**src/hw/rtl/otsu_pkg.sv**
```systemverilog
// Package for the Otsu threshold finder: widths, scan states, multiplier request and response types.
// No dependencies.
`default_nettype none
package otsu_pkg;
    localparam int COUNT_BITS = 24;
    localparam int BINS       = 256;
    localparam int LVL_BITS   = 8;
    localparam int SUM_BITS   = COUNT_BITS + LVL_BITS;
    localparam int DIFF_BITS  = COUNT_BITS + SUM_BITS + 1;
    localparam int WP_BITS    = 2 * COUNT_BITS;
    localparam int PROD_BITS  = 256;
    localparam int OPA_BITS   = 128;
    localparam int OPB_BITS   = 64;
    localparam int MUL_W      = 32;
    localparam int A_LIMBS    = OPA_BITS / MUL_W;
    localparam int B_LIMBS    = OPB_BITS / MUL_W;
    localparam int LIMB_CNT_BITS = $clog2(A_LIMBS * B_LIMBS + 1);
    localparam logic [COUNT_BITS-1:0] COUNT_MAX = {COUNT_BITS{1'b1}};

    typedef enum logic [3:0] {
        ST_IDLE, ST_CLEAR, ST_READ, ST_ACC, ST_M1, ST_M2, ST_DIFF, ST_M3,
        ST_M4, ST_M5, ST_M6, ST_CMP, ST_DONE
    } state_t;

    typedef struct packed {
        logic                start;
        logic [OPA_BITS-1:0] a;
        logic [OPB_BITS-1:0] b;
    } mul_req_t;

    typedef struct packed {
        logic                 done;
        logic [PROD_BITS-1:0] p;
    } mul_rsp_t;
endpackage
`default_nettype wire

```
**src/hw/rtl/otsu_mul.sv**
```systemverilog
// Shared multiplier for the Otsu finder: 128x64 product one 32x32 partial per cycle.
// Depends on otsu_pkg.
`default_nettype none
module otsu_mul (
    input  wire logic              clk,
    input  wire logic              rst_n,
    input  wire otsu_pkg::mul_req_t req,
    output otsu_pkg::mul_rsp_t     rsp
);
    import otsu_pkg::*;

    logic [OPA_BITS-1:0]      a_reg, a_next;
    logic [OPB_BITS-1:0]      b_reg, b_next;
    logic [PROD_BITS-1:0]     acc_reg, acc_next;
    logic [LIMB_CNT_BITS-1:0] cnt_reg, cnt_next;
    logic                     busy_reg, busy_next;
    logic                     done_reg, done_next;
    logic [1:0]               ai;
    logic                     bi;
    logic [2*MUL_W-1:0]       part;
    logic [PROD_BITS-1:0]     part_sh;

    assign ai      = cnt_reg[1:0];
    assign bi      = cnt_reg[2];
    assign part    = a_reg[ai*MUL_W +: MUL_W] * b_reg[bi*MUL_W +: MUL_W];
    assign part_sh = PROD_BITS'(part) << ((32'(ai) + 32'(bi)) * MUL_W);

    always_comb
    begin
        a_next = a_reg; b_next = b_reg; acc_next = acc_reg;
        cnt_next = cnt_reg; busy_next = busy_reg; done_next = 1'b0;
        if (req.start)
        begin
            a_next = req.a; b_next = req.b; acc_next = '0;
            cnt_next = '0; busy_next = 1'b1;
        end
        else if (busy_reg)
        begin
            acc_next = acc_reg + part_sh;
            cnt_next = cnt_reg + 1'b1;
            if (cnt_reg == LIMB_CNT_BITS'(A_LIMBS * B_LIMBS - 1))
            begin
                busy_next = 1'b0; done_next = 1'b1;
            end
        end
    end

    always_ff @(posedge clk or negedge rst_n)
    begin
        if (!rst_n)
        begin
            busy_reg <= 1'b0; done_reg <= 1'b0; cnt_reg <= '0;
        end
        else
        begin
            busy_reg <= busy_next; done_reg <= done_next; cnt_reg <= cnt_next;
        end
    end

    always_ff @(posedge clk)
    begin
        a_reg <= a_next; b_reg <= b_next; acc_reg <= acc_next;
    end

    assign rsp.done = done_reg;
    assign rsp.p    = acc_reg;

    a_done_after_busy: assert property (@(posedge clk) disable iff (!rst_n)
        done_reg |-> $past(busy_reg)) else $error("done without busy");
    a_no_done_busy: assert property (@(posedge clk) disable iff (!rst_n)
        done_reg |-> !busy_reg) else $error("done while busy");
    a_cnt_idle: assert property (@(posedge clk) disable iff (!rst_n)
        (busy_reg && !req.start && cnt_reg == LIMB_CNT_BITS'(A_LIMBS*B_LIMBS-1)) |=> done_reg)
        else $error("missing done");
endmodule
`default_nettype wire

```
**config.mk**
```make
export PLATFORM = sky130hd
export DESIGN_NAME = otsu_mul
export DESIGN_NICKNAME = d
export VERILOG_FILES = /design/src/hw/rtl/otsu_pkg.sv /design/src/hw/rtl/otsu_mul.sv
export SDC_FILE = /design/constraint.sdc
export NUM_CORES = 2
export LEC_CHECK = 0
export BUFFER_PORTS_ARGS = -buffer_cell sky130_fd_sc_hd__buf_2
export CORE_MARGIN = 5
export CORE_UTILIZATION = 53
export DETAILED_ROUTE_END_ITERATION = 6
export PLACE_DENSITY = 0.71
export SYNTH_ARGS = -nofsm -noshare
export SYNTH_HDL_FRONTEND = slang
export SYNTH_SLANG_ARGS = --single-unit
export TNS_END_PERCENT = 50
```
**constraint.sdc**
```tcl
create_clock -name clk -period 18.7 [get_ports clk]
set_input_delay 0 -clock clk [delete_from_list [all_inputs] [get_ports clk]]
set_output_delay 0 -clock clk [all_outputs]
set_load 0.01 [all_outputs]
```
==> results_dict.tcl <==
set metrics [dict create \
    status "finished clean" \
    end_kind "flop" \
    cap_violations 0 \
    die_w_um 368 \
    rsz0062_at_grt "false" \
    path_max_fanout 67 \
    synthTopCellsByArea "fa_1 (26%), ha_1 (9.6%), edfxtp_1 (8.5%), dfxtp_1 (7.5%), nor2_1 (6.9%)" \
    viasPerCell 6.23 \
    worst_pin_slew_ns 1.36 \
    synthToLayoutAreaGrowth_pct 11.8 \
    netlist.area_leader.share 0.265 \
    crit_type "reg2reg" \
    first_pass_iters 6 \
    synth_cell_type_count 94 \
    start_kind "flop" \
    crit_start "cnt_reg[1]$_DFFE_PN0P_" \
    grt_pass1_wl_um 433000 \
    worst_slack_ns 1.57 \
    finClkSkew_ns 0.0596 \
    setup_viol 0 \
    post-cts-setup-buffers 0 \
    holdWs_ns 0.0203 \
    ant_nets 0 \
    grt_pass1_vias 64972 \
    drt-initial-drc-count 7198 \
    post-dp-hpwl_um 239000 \
    syn_area_per_cell_um2 8.26 \
    grt_use_total 0.429 \
    ys_ff_latch 454 \
    wl_um 296000 \
    core_um2 127000 \
    clock_latency_ns 0.72 \
    clockBufferDepth 3 \
    largest_reg_flops 256 \
    synth_most_common_cell "nor2_1" \
    netlist_top_cells_count "nor2_1 (1256), inv_1 (958), nand2_1 (925)" \
    synthCells 8214 \
    tns_ns 0 \
    cpMaxStageDelayCell "dfrtp_4" \
    synthesis.nets 9827 \
    synthFlopType "dfxtp_1" \
    synth_seq_area_share 0.163 \
    yosysWarnings 0 \
    die_h_um 368 \
    cts.sinks 454 \
    slew_violations 0 \
    vias 64474 \
    r2r-start "cnt_reg[1]$_DFFE_PN0P_" \
    max_freq_mhz 58.4 \
    row_count 131 \
    port_buffers 451 \
    multi_input_area_um2 51900 \
    slew_headroom 0.0763 \
    nNetsFinal 10227 \
    drc 0 \
    place_congestion 1.07 \
    worstPathRequired_ns 19.24 \
    synth_area_leader_cell "fa_1" \
    slowest_delay_ns 1.14 \
    grt_start_max_net_pins 77 \
    arrival_ns 17.66 \
    clkTransAtPathRegs_ns 0.08 \
    regArea_um2 11100 \
    cts_made_buffers 57 \
    io_pins 452 \
    cts.htree.levels 2 \
    min_period_ns 17.13 \
    min_period_over_period 0.916 \
    cts_root_buf "clkbuf_16" \
    grt_overflow_total 0 \
    synth_area_um2 67900 \
    hold_violations 0 \
    cts_tree "built" \
    wl_per_cell_um 28.7 \
    antenna_found_initial 25 \
    synth_edf_count 192 \
    initial_core_util 0.533 \
    die-area_um2 135000 \
    cp_common_cell "fa_1" \
    r2r_setup_slack_ns 1.57 \
    hold_class "in2reg" \
    place_ws_ns 2.16 \
    drive_above_1_share 0.0978 \
    synth-async-reset-ratio 0.0132 \
    hp-start "req[118]" \
    fill_cells 11325 \
]
[kinds of logic (layout without fill, tap and decap cells)]
| group | after synthesis | in the layout | share of synthesized area |
|---|---|---|---|
| adders and majority gates | 1418 | 1418 | 0.361 |
| AOI/OAI and AO/OA | 1668 | 1668 | 0.151 |
| DFF | 454 | 454 | 0.163 |
| muxes | 255 | 255 | 0.0390 |
| buffers and inverters | 1395 | 1843 | 0.0777 |
| and+or+nand+nor | 2705 | 2705 | 0.168 |
| other | 0 | 19 | 0 |
| xor gates and xnor gates | 319 | 319 | 0.0412 |
[through the flow]
step,utilization,cells,cell area (um2)
2_1_floorplan,-,8214,67900
3_3_place_gp,0.563,10005,71700
3_5_place_dp,0.563,10006,71700
4_1_cts,0.596,10324,75900
5_1_grt,0.596,10326,75900
6_report,0.596,10343,75900
[path summary, 6_finish.rpt]
kind | to | cells after the start
setup / recovery | acc_reg[248]$_SDFFE_PP0P_ | 50
hold / removal | a_reg[54]$_DFFE_PP_ | 2
setup reg to reg | acc_reg[248]$_SDFFE_PP0P_ | 50
hold reg to reg | acc_reg[252]$_SDFFE_PP0P_ | 2
max in group asynchronous | busy_reg$_DFF_PN0_ | 3
min in group asynchronous | cnt_reg[1]$_DFFE_PN0P_ | 3
[critical path: cells and delay by family, from the launching register on]
| family | cells | cell delay [ns] |
|---|---|---|
| compound gates | 24 | 6.22 |
| xor+xnor | 2 | 0.40 |
| fa+ha+maj | 10 | 5.06 |
| buf+inv | 3 | 0.44 |
| flops | 1 | 1.14 |
| mux | 1 | 0.44 |
| simple gates | 10 | 3.16 |
[metal layers]
metal	track usage	vias to the layer above	wire length, um
li1	-	27933	-
met1	0.522	31490	108000
met2	0.671	4074	131000
met3	0.124	959	33500
met4	0.269	18	23700
met5	0	-	126
[final cells by class]
cell class | instances | area share
diodes | 19 | 0.000626
clock buffers | 70 | 0.0211
clock inverters | 37 | 0.00562
inverters | 959 | 0.0474
multi-input cells | 6365 | 0.683
flip-flops and latches | 454 | 0.146
well taps | 1662 | 0.0274
repair buffers | 777 | 0.0691
[placed cells by master (no fill, tap or decap), types with 192 or more instances in the layout]
cell / count
a21oi_1: 558
buf_2: 450
dfxtp_1: 256
dlygate4sd3_1: 211
edfxtp_1: 192
fa_1: 897
ha_1: 520
inv_1: 958
nand2_1: 923
nor2_1: 1248
o21ai_0: 364
xnor2_1: 213
[timing repair]
item	in CTS	in global routing
gates resized for setup	0	0
endpoints found under the hold margin	215	0
hold buffers	211	0
Power is left out: the tool's default activity adds up to more than one toggle a clock period on the data nets, which glitch-free logic cannot reach.
